[src/lcm3_pkg.sv]
`default_nettype none

package lcm3_pkg;

	localparam int OPERAND_WIDTH = 16;
	localparam int DVD_W         = 2 * OPERAND_WIDTH;
	localparam int RES_W         = 3 * OPERAND_WIDTH;
	localparam int GCD_K_W       = $clog2(OPERAND_WIDTH + 1);
	localparam int DIV_CNT_W     = $clog2(DVD_W + 1);

	typedef struct packed {
		logic [OPERAND_WIDTH-1:0] first_value;
		logic [OPERAND_WIDTH-1:0] second_value;
		logic [OPERAND_WIDTH-1:0] third_value;
	} in_item_t;

	typedef struct packed {
		logic [RES_W-1:0] lcm_value;
		logic             zero_error;
	} out_item_t;

	typedef enum logic [8:0] {
		S_IDLE = 9'b000000001,
		S_GCD1 = 9'b000000010,
		S_DIV1 = 9'b000000100,
		S_MUL1 = 9'b000001000,
		S_DIV2 = 9'b000010000,
		S_GCD2 = 9'b000100000,
		S_DIV3 = 9'b001000000,
		S_MUL2 = 9'b010000000,
		S_DONE = 9'b100000000
	} ctrl_state_t;

	// GCD operand pairs
	typedef enum logic {
		GS_AB = 1'b0,   // gcd(a, b)
		GS_CR = 1'b1    // gcd(c, l1 mod c)
	} gcd_sel_t;

	// divider operand pairs
	typedef enum logic [1:0] {
		DS_AG = 2'd0,   // a / gcd(a, b)
		DS_LC = 2'd1,   // l1 mod c
		DS_CG = 2'd2    // c / gcd(l1, c)
	} div_sel_t;

	typedef enum logic {
		MS_QB = 1'b0,   // l1 = (a / g1) * b
		MS_LQ = 1'b1    // lcm = l1 * (c / g2)
	} mul_sel_t;

	typedef struct packed {
		logic     load;
		logic     gcd_start;
		gcd_sel_t gcd_sel;
		logic     div_start;
		div_sel_t div_sel;
		logic     mul_en;
		mul_sel_t mul_sel;
		logic     out_load;
	} dp_cmd_t;

	typedef struct packed {
		logic in_zero;
		logic gcd_done;
		logic div_done;
		logic out_free;
	} dp_status_t;

endpackage

`default_nettype wire

[src/lcm3_gcd.sv]
`default_nettype none

module lcm3_gcd (
	input  wire logic                               clk,
	input  wire logic                               arst_n,
	input  wire logic                               start,
	input  wire logic [lcm3_pkg::OPERAND_WIDTH-1:0] u_in,
	input  wire logic [lcm3_pkg::OPERAND_WIDTH-1:0] v_in,
	output logic                                    done,
	output logic [lcm3_pkg::OPERAND_WIDTH-1:0]      gcd_out
);
	import lcm3_pkg::*;

	logic [OPERAND_WIDTH-1:0] u_q;
	logic [OPERAND_WIDTH-1:0] v_q;
	logic [GCD_K_W-1:0]       k_q;
	logic                     busy_q;
	logic                     finish;

	// binary GCD: one halving or one halved difference per cycle
	assign finish  = busy_q && ((u_q == '0) || (v_q == '0));
	assign done    = finish;
	assign gcd_out = (u_q | v_q) << k_q;

	always_ff @(posedge clk or negedge arst_n) begin
		if (!arst_n) begin
			busy_q <= 1'b0;
		end else if (start) begin
			busy_q <= 1'b1;
		end else if (finish) begin
			busy_q <= 1'b0;
		end
	end

	always_ff @(posedge clk) begin
		if (start) begin
			u_q <= u_in;
			v_q <= v_in;
			k_q <= '0;
		end else if (busy_q && !finish) begin
			if (!u_q[0] && !v_q[0]) begin
				u_q <= u_q >> 1;
				v_q <= v_q >> 1;
				k_q <= k_q + 1'b1;
			end else if (!u_q[0]) begin
				u_q <= u_q >> 1;
			end else if (!v_q[0]) begin
				v_q <= v_q >> 1;
			end else if (u_q >= v_q) begin
				u_q <= (u_q - v_q) >> 1;
			end else begin
				v_q <= (v_q - u_q) >> 1;
			end
		end
	end

endmodule

`default_nettype wire

[src/lcm3_div.sv]
`default_nettype none

module lcm3_div (
	input  wire logic                               clk,
	input  wire logic                               arst_n,
	input  wire logic                               start,
	input  wire logic [lcm3_pkg::DVD_W-1:0]         dvd_in,
	input  wire logic [lcm3_pkg::OPERAND_WIDTH-1:0] dvs_in,
	output logic                                    done,
	output logic [lcm3_pkg::DVD_W-1:0]              quo,
	output logic [lcm3_pkg::OPERAND_WIDTH-1:0]      rem
);
	import lcm3_pkg::*;

	logic [DVD_W-1:0]         quo_q;
	logic [OPERAND_WIDTH-1:0] rem_q;
	logic [OPERAND_WIDTH-1:0] dvs_q;
	logic [DIV_CNT_W-1:0]     cnt_q;
	logic                     busy_q;
	logic [OPERAND_WIDTH:0]   trial;
	logic [OPERAND_WIDTH:0]   diff;
	logic                     ge;

	// restoring division, one quotient bit per cycle
	assign trial = {rem_q, quo_q[DVD_W-1]};
	assign ge    = trial >= {1'b0, dvs_q};
	assign diff  = trial - {1'b0, dvs_q};
	assign done  = busy_q && (cnt_q == '0);
	assign quo   = quo_q;
	assign rem   = rem_q;

	always_ff @(posedge clk or negedge arst_n) begin
		if (!arst_n) begin
			busy_q <= 1'b0;
			cnt_q  <= '0;
		end else if (start) begin
			busy_q <= 1'b1;
			cnt_q  <= DIV_CNT_W'(DVD_W);
		end else if (done) begin
			busy_q <= 1'b0;
		end else if (busy_q) begin
			cnt_q <= cnt_q - 1'b1;
		end
	end

	always_ff @(posedge clk) begin
		if (start) begin
			quo_q <= dvd_in;
			rem_q <= '0;
			dvs_q <= dvs_in;
		end else if (busy_q && (cnt_q != '0)) begin
			rem_q <= ge ? diff[OPERAND_WIDTH-1:0] : trial[OPERAND_WIDTH-1:0];
			quo_q <= {quo_q[DVD_W-2:0], ge};
		end
	end

endmodule

`default_nettype wire

[src/lcm3_dp.sv]
`default_nettype none

module lcm3_dp (
	input  wire logic                 clk,
	input  wire logic                 arst_n,
	input  wire lcm3_pkg::in_item_t   in_item,
	input  wire lcm3_pkg::dp_cmd_t    cmd,
	output lcm3_pkg::dp_status_t      status,
	input  wire logic                 out_ready,
	output logic                      out_valid,
	output lcm3_pkg::out_item_t       out_item
);
	import lcm3_pkg::*;

	logic [OPERAND_WIDTH-1:0] a_q;
	logic [OPERAND_WIDTH-1:0] b_q;
	logic [OPERAND_WIDTH-1:0] c_q;
	logic                     err_q;
	logic [OPERAND_WIDTH-1:0] g_q;
	logic [DVD_W-1:0]         l1_q;
	logic [RES_W-1:0]         prod_q;
	out_item_t                out_q;
	logic                     out_valid_q;

	logic [OPERAND_WIDTH-1:0] gcd_u;
	logic [OPERAND_WIDTH-1:0] gcd_v;
	logic                     gcd_done;
	logic [OPERAND_WIDTH-1:0] gcd_res;
	logic [DVD_W-1:0]         div_dvd;
	logic [OPERAND_WIDTH-1:0] div_dvs;
	logic                     div_done;
	logic [DVD_W-1:0]         div_quo;
	logic [OPERAND_WIDTH-1:0] div_rem;
	logic [DVD_W-1:0]         mul_a;
	logic [OPERAND_WIDTH-1:0] mul_b;
	logic [RES_W-1:0]         mul_p;

	always_comb begin
		case (cmd.gcd_sel)
			GS_AB: begin
				gcd_u = a_q;
				gcd_v = b_q;
			end
			GS_CR: begin
				gcd_u = c_q;
				gcd_v = div_rem;
			end
			default: begin
				gcd_u = a_q;
				gcd_v = b_q;
			end
		endcase
	end

	always_comb begin
		case (cmd.div_sel)
			DS_AG: begin
				div_dvd = {{OPERAND_WIDTH{1'b0}}, a_q};
				div_dvs = g_q;
			end
			DS_LC: begin
				div_dvd = l1_q;
				div_dvs = c_q;
			end
			DS_CG: begin
				div_dvd = {{OPERAND_WIDTH{1'b0}}, c_q};
				div_dvs = g_q;
			end
			default: begin
				div_dvd = l1_q;
				div_dvs = c_q;
			end
		endcase
	end

	always_comb begin
		case (cmd.mul_sel)
			MS_QB: begin
				mul_a = {{OPERAND_WIDTH{1'b0}}, div_quo[OPERAND_WIDTH-1:0]};
				mul_b = b_q;
			end
			MS_LQ: begin
				mul_a = l1_q;
				mul_b = div_quo[OPERAND_WIDTH-1:0];
			end
			default: begin
				mul_a = l1_q;
				mul_b = b_q;
			end
		endcase
	end

	assign mul_p = {{OPERAND_WIDTH{1'b0}}, mul_a} * {{DVD_W{1'b0}}, mul_b};

	lcm3_gcd u_gcd (
		.clk     (clk),
		.arst_n  (arst_n),
		.start   (cmd.gcd_start),
		.u_in    (gcd_u),
		.v_in    (gcd_v),
		.done    (gcd_done),
		.gcd_out (gcd_res)
	);

	lcm3_div u_div (
		.clk    (clk),
		.arst_n (arst_n),
		.start  (cmd.div_start),
		.dvd_in (div_dvd),
		.dvs_in (div_dvs),
		.done   (div_done),
		.quo    (div_quo),
		.rem    (div_rem)
	);

	assign status.in_zero  = (in_item.first_value == '0) || (in_item.second_value == '0)
		|| (in_item.third_value == '0);
	assign status.gcd_done = gcd_done;
	assign status.div_done = div_done;
	assign status.out_free = !out_valid_q || out_ready;

	assign out_valid = out_valid_q;
	assign out_item  = out_q;

	always_ff @(posedge clk) begin
		if (cmd.load) begin
			a_q   <= in_item.first_value;
			b_q   <= in_item.second_value;
			c_q   <= in_item.third_value;
			err_q <= status.in_zero;
		end
		if (gcd_done) begin
			g_q <= gcd_res;
		end
		if (cmd.mul_en) begin
			case (cmd.mul_sel)
				MS_QB: l1_q <= mul_p[DVD_W-1:0];
				MS_LQ: prod_q <= mul_p;
				default: prod_q <= mul_p;
			endcase
		end
		if (cmd.out_load) begin
			out_q.lcm_value  <= err_q ? '0 : prod_q;
			out_q.zero_error <= err_q;
		end
	end

	always_ff @(posedge clk or negedge arst_n) begin
		if (!arst_n) begin
			out_valid_q <= 1'b0;
		end else if (cmd.out_load) begin
			out_valid_q <= 1'b1;
		end else if (out_ready) begin
			out_valid_q <= 1'b0;
		end
	end

endmodule

`default_nettype wire

[src/lcm3_ctrl.sv]
`default_nettype none

module lcm3_ctrl (
	input  wire logic                 clk,
	input  wire logic                 arst_n,
	input  wire logic                 in_valid,
	output logic                      in_ready,
	input  wire lcm3_pkg::dp_status_t status,
	output lcm3_pkg::dp_cmd_t         cmd
);
	import lcm3_pkg::*;

	ctrl_state_t state_q;
	ctrl_state_t state_d;
	logic        launch_q;

	assign in_ready = (state_q == S_IDLE);

	always_comb begin
		state_d       = state_q;
		cmd.load      = 1'b0;
		cmd.gcd_start = 1'b0;
		cmd.gcd_sel   = GS_AB;
		cmd.div_start = 1'b0;
		cmd.div_sel   = DS_AG;
		cmd.mul_en    = 1'b0;
		cmd.mul_sel   = MS_QB;
		cmd.out_load  = 1'b0;
		case (state_q)
			S_IDLE: begin
				if (in_valid) begin
					cmd.load = 1'b1;
					state_d  = status.in_zero ? S_DONE : S_GCD1;
				end
			end
			S_GCD1: begin
				cmd.gcd_start = launch_q;
				cmd.gcd_sel   = GS_AB;
				if (status.gcd_done) state_d = S_DIV1;
			end
			S_DIV1: begin
				cmd.div_start = launch_q;
				cmd.div_sel   = DS_AG;
				if (status.div_done) state_d = S_MUL1;
			end
			S_MUL1: begin
				cmd.div_sel = DS_AG;
				cmd.mul_en  = 1'b1;
				cmd.mul_sel = MS_QB;
				state_d     = S_DIV2;
			end
			S_DIV2: begin
				cmd.div_start = launch_q;
				cmd.div_sel   = DS_LC;
				if (status.div_done) state_d = S_GCD2;
			end
			S_GCD2: begin
				cmd.gcd_start = launch_q;
				cmd.gcd_sel   = GS_CR;
				if (status.gcd_done) state_d = S_DIV3;
			end
			S_DIV3: begin
				cmd.div_start = launch_q;
				cmd.div_sel   = DS_CG;
				if (status.div_done) state_d = S_MUL2;
			end
			S_MUL2: begin
				cmd.mul_en  = 1'b1;
				cmd.mul_sel = MS_LQ;
				state_d     = S_DONE;
			end
			S_DONE: begin
				if (status.out_free) begin
					cmd.out_load = 1'b1;
					state_d      = S_IDLE;
				end
			end
			default: state_d = S_IDLE;
		endcase
	end

	// launch the unit of a state in its first cycle
	always_ff @(posedge clk or negedge arst_n) begin
		if (!arst_n) begin
			state_q  <= S_IDLE;
			launch_q <= 1'b0;
		end else begin
			state_q  <= state_d;
			launch_q <= (state_d != state_q);
		end
	end

endmodule

`default_nettype wire

[src/lcm_of_three.sv]
`default_nettype none

// channel   | valid           | ready           | payload
// ----------+-----------------+-----------------+------------------------------------
// operands  | operands_valid  | operands_ready  | operands: first/second/third_value
// result    | result_valid    | result_ready    | result: lcm_value, zero_error
//
// One item is worked at a time. Each item takes three 32-step restoring divisions and
// two binary GCD runs on one shared divider and one GCD unit. An item with a zero
// operand skips the arithmetic and goes straight to the done state, where its result
// is loaded once the output register is free.
// Reset clears the controller and the result valid flag.
// A stalled result sits in the output register while the next item is worked.

module lcm_of_three (
	input  wire logic                clk,
	input  wire logic                arst_n,
	input  wire logic                operands_valid,
	output logic                     operands_ready,
	input  wire lcm3_pkg::in_item_t  operands,
	output logic                     result_valid,
	input  wire logic                result_ready,
	output lcm3_pkg::out_item_t      result
);
	import lcm3_pkg::*;

	dp_cmd_t    cmd;
	dp_status_t status;

	// sequence the steps: gcd(a,b), a/g1, l1 = (a/g1)*b, l1 mod c,
	// gcd(c, l1 mod c), c/g2, lcm = l1*(c/g2)
	lcm3_ctrl u_ctrl (
		.clk      (clk),
		.arst_n   (arst_n),
		.in_valid (operands_valid),
		.in_ready (operands_ready),
		.status   (status),
		.cmd      (cmd)
	);

	// hold operands, intermediate values and the result register
	lcm3_dp u_dp (
		.clk       (clk),
		.arst_n    (arst_n),
		.in_item   (operands),
		.cmd       (cmd),
		.status    (status),
		.out_ready (result_ready),
		.out_valid (result_valid),
		.out_item  (result)
	);

	// an error result always carries a zero value
	a_err_zero: assert property (@(posedge clk) disable iff (!arst_n)
		result_valid && result.zero_error |-> result.lcm_value == '0)
		else $error("error result with nonzero value");

	// the two iterative units never start together
	a_one_unit: assert property (@(posedge clk) disable iff (!arst_n)
		!(cmd.gcd_start && cmd.div_start))
		else $error("gcd and divider started in the same cycle");

	// an accepted item whose operands are all nonzero launches the first GCD right away
	a_gcd_launch: assert property (@(posedge clk) disable iff (!arst_n)
		operands_valid && operands_ready && !status.in_zero |=> cmd.gcd_start)
		else $error("first gcd not launched");

	// never overwrite a result that has not been taken
	a_no_overwrite: assert property (@(posedge clk) disable iff (!arst_n)
		cmd.out_load |-> status.out_free)
		else $error("result register overwritten");

endmodule

`default_nettype wire
[config.mk]
export PLATFORM = sky130hd
export DESIGN_NAME = lcm_of_three
export DESIGN_NICKNAME = d
export VERILOG_FILES = /design/src/lcm3_pkg.sv /design/src/lcm3_gcd.sv /design/src/lcm3_div.sv /design/src/lcm3_dp.sv /design/src/lcm3_ctrl.sv /design/src/lcm_of_three.sv
export SDC_FILE = /design/constraint.sdc
export NUM_CORES = 2
export LEC_CHECK = 0
export BUFFER_PORTS_ARGS = -buffer_cell sky130_fd_sc_hd__buf_4
export CAP_MARGIN = 20
export CORE_MARGIN = 4
export CORE_UTILIZATION = 55
export DETAILED_ROUTE_END_ITERATION = 8
export HOLD_SLACK_MARGIN = 0.02
export PLACE_DENSITY = 0.71
export SYNTH_ARGS = -nofsm -noshare
export SYNTH_HDL_FRONTEND = slang
export SYNTH_SLANG_ARGS = --single-unit
export TNS_END_PERCENT = 30
[constraint.sdc]
create_clock -name clk -period 10.15 [get_ports clk]
set_input_delay 0.5075 -clock clk [delete_from_list [all_inputs] [get_ports clk]]
set_output_delay 0.5075 -clock clk [all_outputs]
set_load 0.005 [all_outputs]
==> metrics.cfg <==
[placement]
port_buffers=102
placed_cell_area_um2=33200
place.gp.congestion=0.981
pre_cts_ws_ns=0.823
hpwl_mm=69.6

[worst_setup_path]
cp_slowest_cell=mux2i_1
crit_required_ns=10.46
end_kind=flop
crit_type=reg -> reg
cp-start-kind=flop
worstPathArrival_ns=9.67
crit_fanout=107
crit_top_cell=fa_1
cp_top_family=adder cells
worst-path-buf-inv=3
max_stage_delay_ns=0.84
rrSetupSlack_ns=0.78

[synthesis]
ys_seq_area_share_pct=28.7
synth_ff_type=edfxtp_1
syn-instance-count=3228
yosysTopAreaCellShare_pct=26.5
synth_seq_cells=314
synth_area_um2=31800
postSynthAreaPerCell_um2=9.86
yosys_warnings=0
synth_top_area_cell=fa_1
synth_edf_count=274
synth_top_cells_by_area=fa_1, edfxtp_1, ha_1, inv_1, nand2_1
synth_fp_nets=3887
synthTopCellsByCount=inv_1, nand2_1, fa_1
synth.distinct_cells=88
post-synth-top-count-cell=inv_1
async_flop_share_pct=6.05

[floorplanning]
dieArea_um2=61800
die_x_um=249
die_h_um=249
core_um2=56800
io_pins=103
initial_core_util_pct=56.0
rows=87

[sta]
finalHoldViolations=0
setup_slack_ns=0.784
setup_tns_ns=0
tightest_slew_ns=1.03
finalSetupViolations=0
post-route-min-period_ns=9.37
rsz0062_at_grt=no
maxSlewViolCount=0
timing.final.crit_share_pct=92.3
fmax_mhz=107
maxSlewHeadroom_pct=31.6
skew_ns=0.0304

[cts]
clock-sinks=314
cts_tree=built
clkLatencyLatePin_ns=0.58
clock-root-buffer=clkbuf_16
cts-buffers-inserted=37
clk_pin_slew_ns=0.06
h-tree-depth=2
post_cts.repair.setup_buffers=0
clock_path_buffers=3

[drt]
drc=0
ant_nets=0
avgViaCountPerCell=5.93
wl_per_cell_um=21.8
drt-pass1-iter-count=6
vias=23900
routed_wl_mm=87.8
drtIter0Drc=2157

[power_and_ir_drop]
switching_share_pct=48.4
pwr-share-seq_pct=20.8
vdd_drop_max_mv=0.727
power_frac_comb_pct=68.0
cell_internal_pwr_mw=6.05
p_switching_mw=5.68
power_density_nw_per_um2=341
p_leak_nw=15.4
power_frac_clock_pct=11.2

[cells_and_area]
stdcell_area_um2=34400
seq_area_um2=9130
final_net_count=3900
antenna_cells=0
multi_input_area_um2=20200
drive_gt1_share_pct=8.72
syn_to_final_growth_pct=8.04
fillers=4765

[outcome]
status=completed

[global_route]
grt_max_degree=108
track_usage_pct=28.2
overflow=0
antenna_found_initial=1
grt_pass1_vias=24400
grt_pass1_wl_mm=137

[flow_run]
cap_violations=0

[min_path]
min_path_type=in -> reg

-- kinds of logic (layout without fill, tap and decap cells) --
logic type,count (synthesis),in the layout,synth area share [%]
AND/OR/NAND/NOR,1001,1001,14.5
buffers and inverters,666,707,8.11
adder cells (fa/ha/maj),607,607,33.8
AO/OA/AOI/OAI,451,451,9.15
flip-flops,314,314,28.7
multiplexers,97,97,3.27
XOR/XNOR,92,92,2.53
-- through the flow --
step	std cells	util, %	power [mW]	hold WS, ns
2_1_floorplan	3228	-	8.29	0.212
3_3_place_gp	3955	58.4	10.2	0.410
3_5_place_dp	3956	58.4	10.4	0.415
4_1_cts	4024	60.5	11.7	0.0977
5_1_grt	4025	60.5	12.7	0.105
6_report	4025	60.5	11.7	0.114
-- final timing paths --
check | cells after the start | start | endpoint
worst max-delay path | 25 | u_ctrl.state_q[1] | u_dp.prod_q[42]
worst min-delay path | 1 | operands[5] | u_dp.c_q[5]
worst max register to register | 25 | u_ctrl.state_q[1] | u_dp.prod_q[42]
worst min register to register | 1 | u_dp.prod_q[16] | u_dp.out_item[17]
max in group asynchronous | 2 | arst_n | u_ctrl.state_q[0]
min in group asynchronous | 2 | arst_n | u_dp.u_gcd.busy_q
-- metal layers --
layer / share of wire, % / vias up / track usage [%] / routed length, µm
li1: - / 10600 / - / -
met1: 40 / 12000 / 38.9 / 35400
met2: 47 / 1111 / 44.9 / 40900
met3: 8.7 / 203 / 4.71 / 7670
met4: 4.3 / 0 / 11.5 / 3790
met5: 0 / - / 0 / 0
-- cells in the final DEF, fill, tap and decap left out, types with 5 or more instances in the layout --
cell | synthesis | final
a221oi_1 | 5 | 5
mux2i_1 | 49 | 49
nand2b_1 | 15 | 15
or3_1 | 9 | 9
dfrtp_1 | 18 | 18
mux2_2 | 47 | 47
nor3_1 | 27 | 27
edfxtp_1 | 274 | 274
and3_1 | 95 | 95
o211ai_1 | 8 | 8
nor3b_1 | 11 | 8
nor2b_1 | 62 | 61
or2_2 | 9 | 9
dfxtp_1 | 21 | 21
nand3_1 | 27 | 27
and2_1 | 27 | 27
nand2_1 | 443 | 442
a31oi_1 | 47 | 46
clkbuf_16 | 0 | 37
nor4_1 | 25 | 25
nor2_1 | 213 | 212
o21bai_1 | 19 | 19
a22o_1 | 32 | 32
a21o_1 | 25 | 25
nand4_1 | 20 | 20
fa_1 | 421 | 421
xnor2_1 | 61 | 61
inv_1 | 499 | 498
o21a_1 | 10 | 10
a21oi_1 | 142 | 142
clkbuf_1 | 120 | 9
o21ai_0 | 90 | 90
xor2_1 | 31 | 31
buf_4 | 7 | 137
o21ai_1 | 5 | 5
a211oi_1 | 15 | 15
ha_1 | 186 | 186
-- registers in the layout, summed over array words and instances (netlist names) --
| signal | count |
|---|---|
| u_dp.prod_q | 48 |
| u_dp.a_q | 16 |
| u_dp.err_q | 1 |
| u_dp.out_valid | 1 |
| u_dp.u_gcd.u_q | 16 |
| u_ctrl.launch_q | 1 |
| u_dp.out_item | 49 |
| u_dp.u_gcd.busy_q | 1 |
| u_dp.b_q | 16 |
| u_dp.u_div.cnt_q | 6 |
| u_dp.u_div.busy_q | 1 |
| u_dp.u_div.rem | 16 |
| u_dp.u_gcd.k_q | 5 |
| u_dp.u_div.dvs_q | 16 |
| u_dp.u_div.quo | 32 |
| u_dp.c_q | 16 |
| u_dp.l1_q | 32 |
| u_dp.u_gcd.v_q | 16 |
| u_ctrl.state_q | 9 |
| u_dp.g_q | 16 |
-- cell type report --
type | instances | area share [%]
Timing Repair Buffer | 141 | 3.18
Tap cell | 756 | 2.75
Multi-Input combinational cell | 2248 | 58.6
Sequential cell | 314 | 26.5
Inverter | 499 | 5.44
Clock buffer | 48 | 2.87
Clock inverter | 19 | 0.611
-- what timing repair did --
action | 4_1_cts | 5_1_grt
hold buffers | 1 | 0
hold endpoints to repair | 18 | 0
gates resized for setup | 0 | 0
-- power groups by stage --
stage                     Combinational (mW)  Clock, mW  Sequential (mW)
after global routing                    8.86       1.39             2.45
after global placement                  7.78          0             2.45
final                                   7.98       1.31             2.44
after CTS                               7.92       1.34             2.43
after floorplan                         5.95          0             2.34
after detailed placement                7.89          0             2.46
Power figures use the tool's default switching activity.
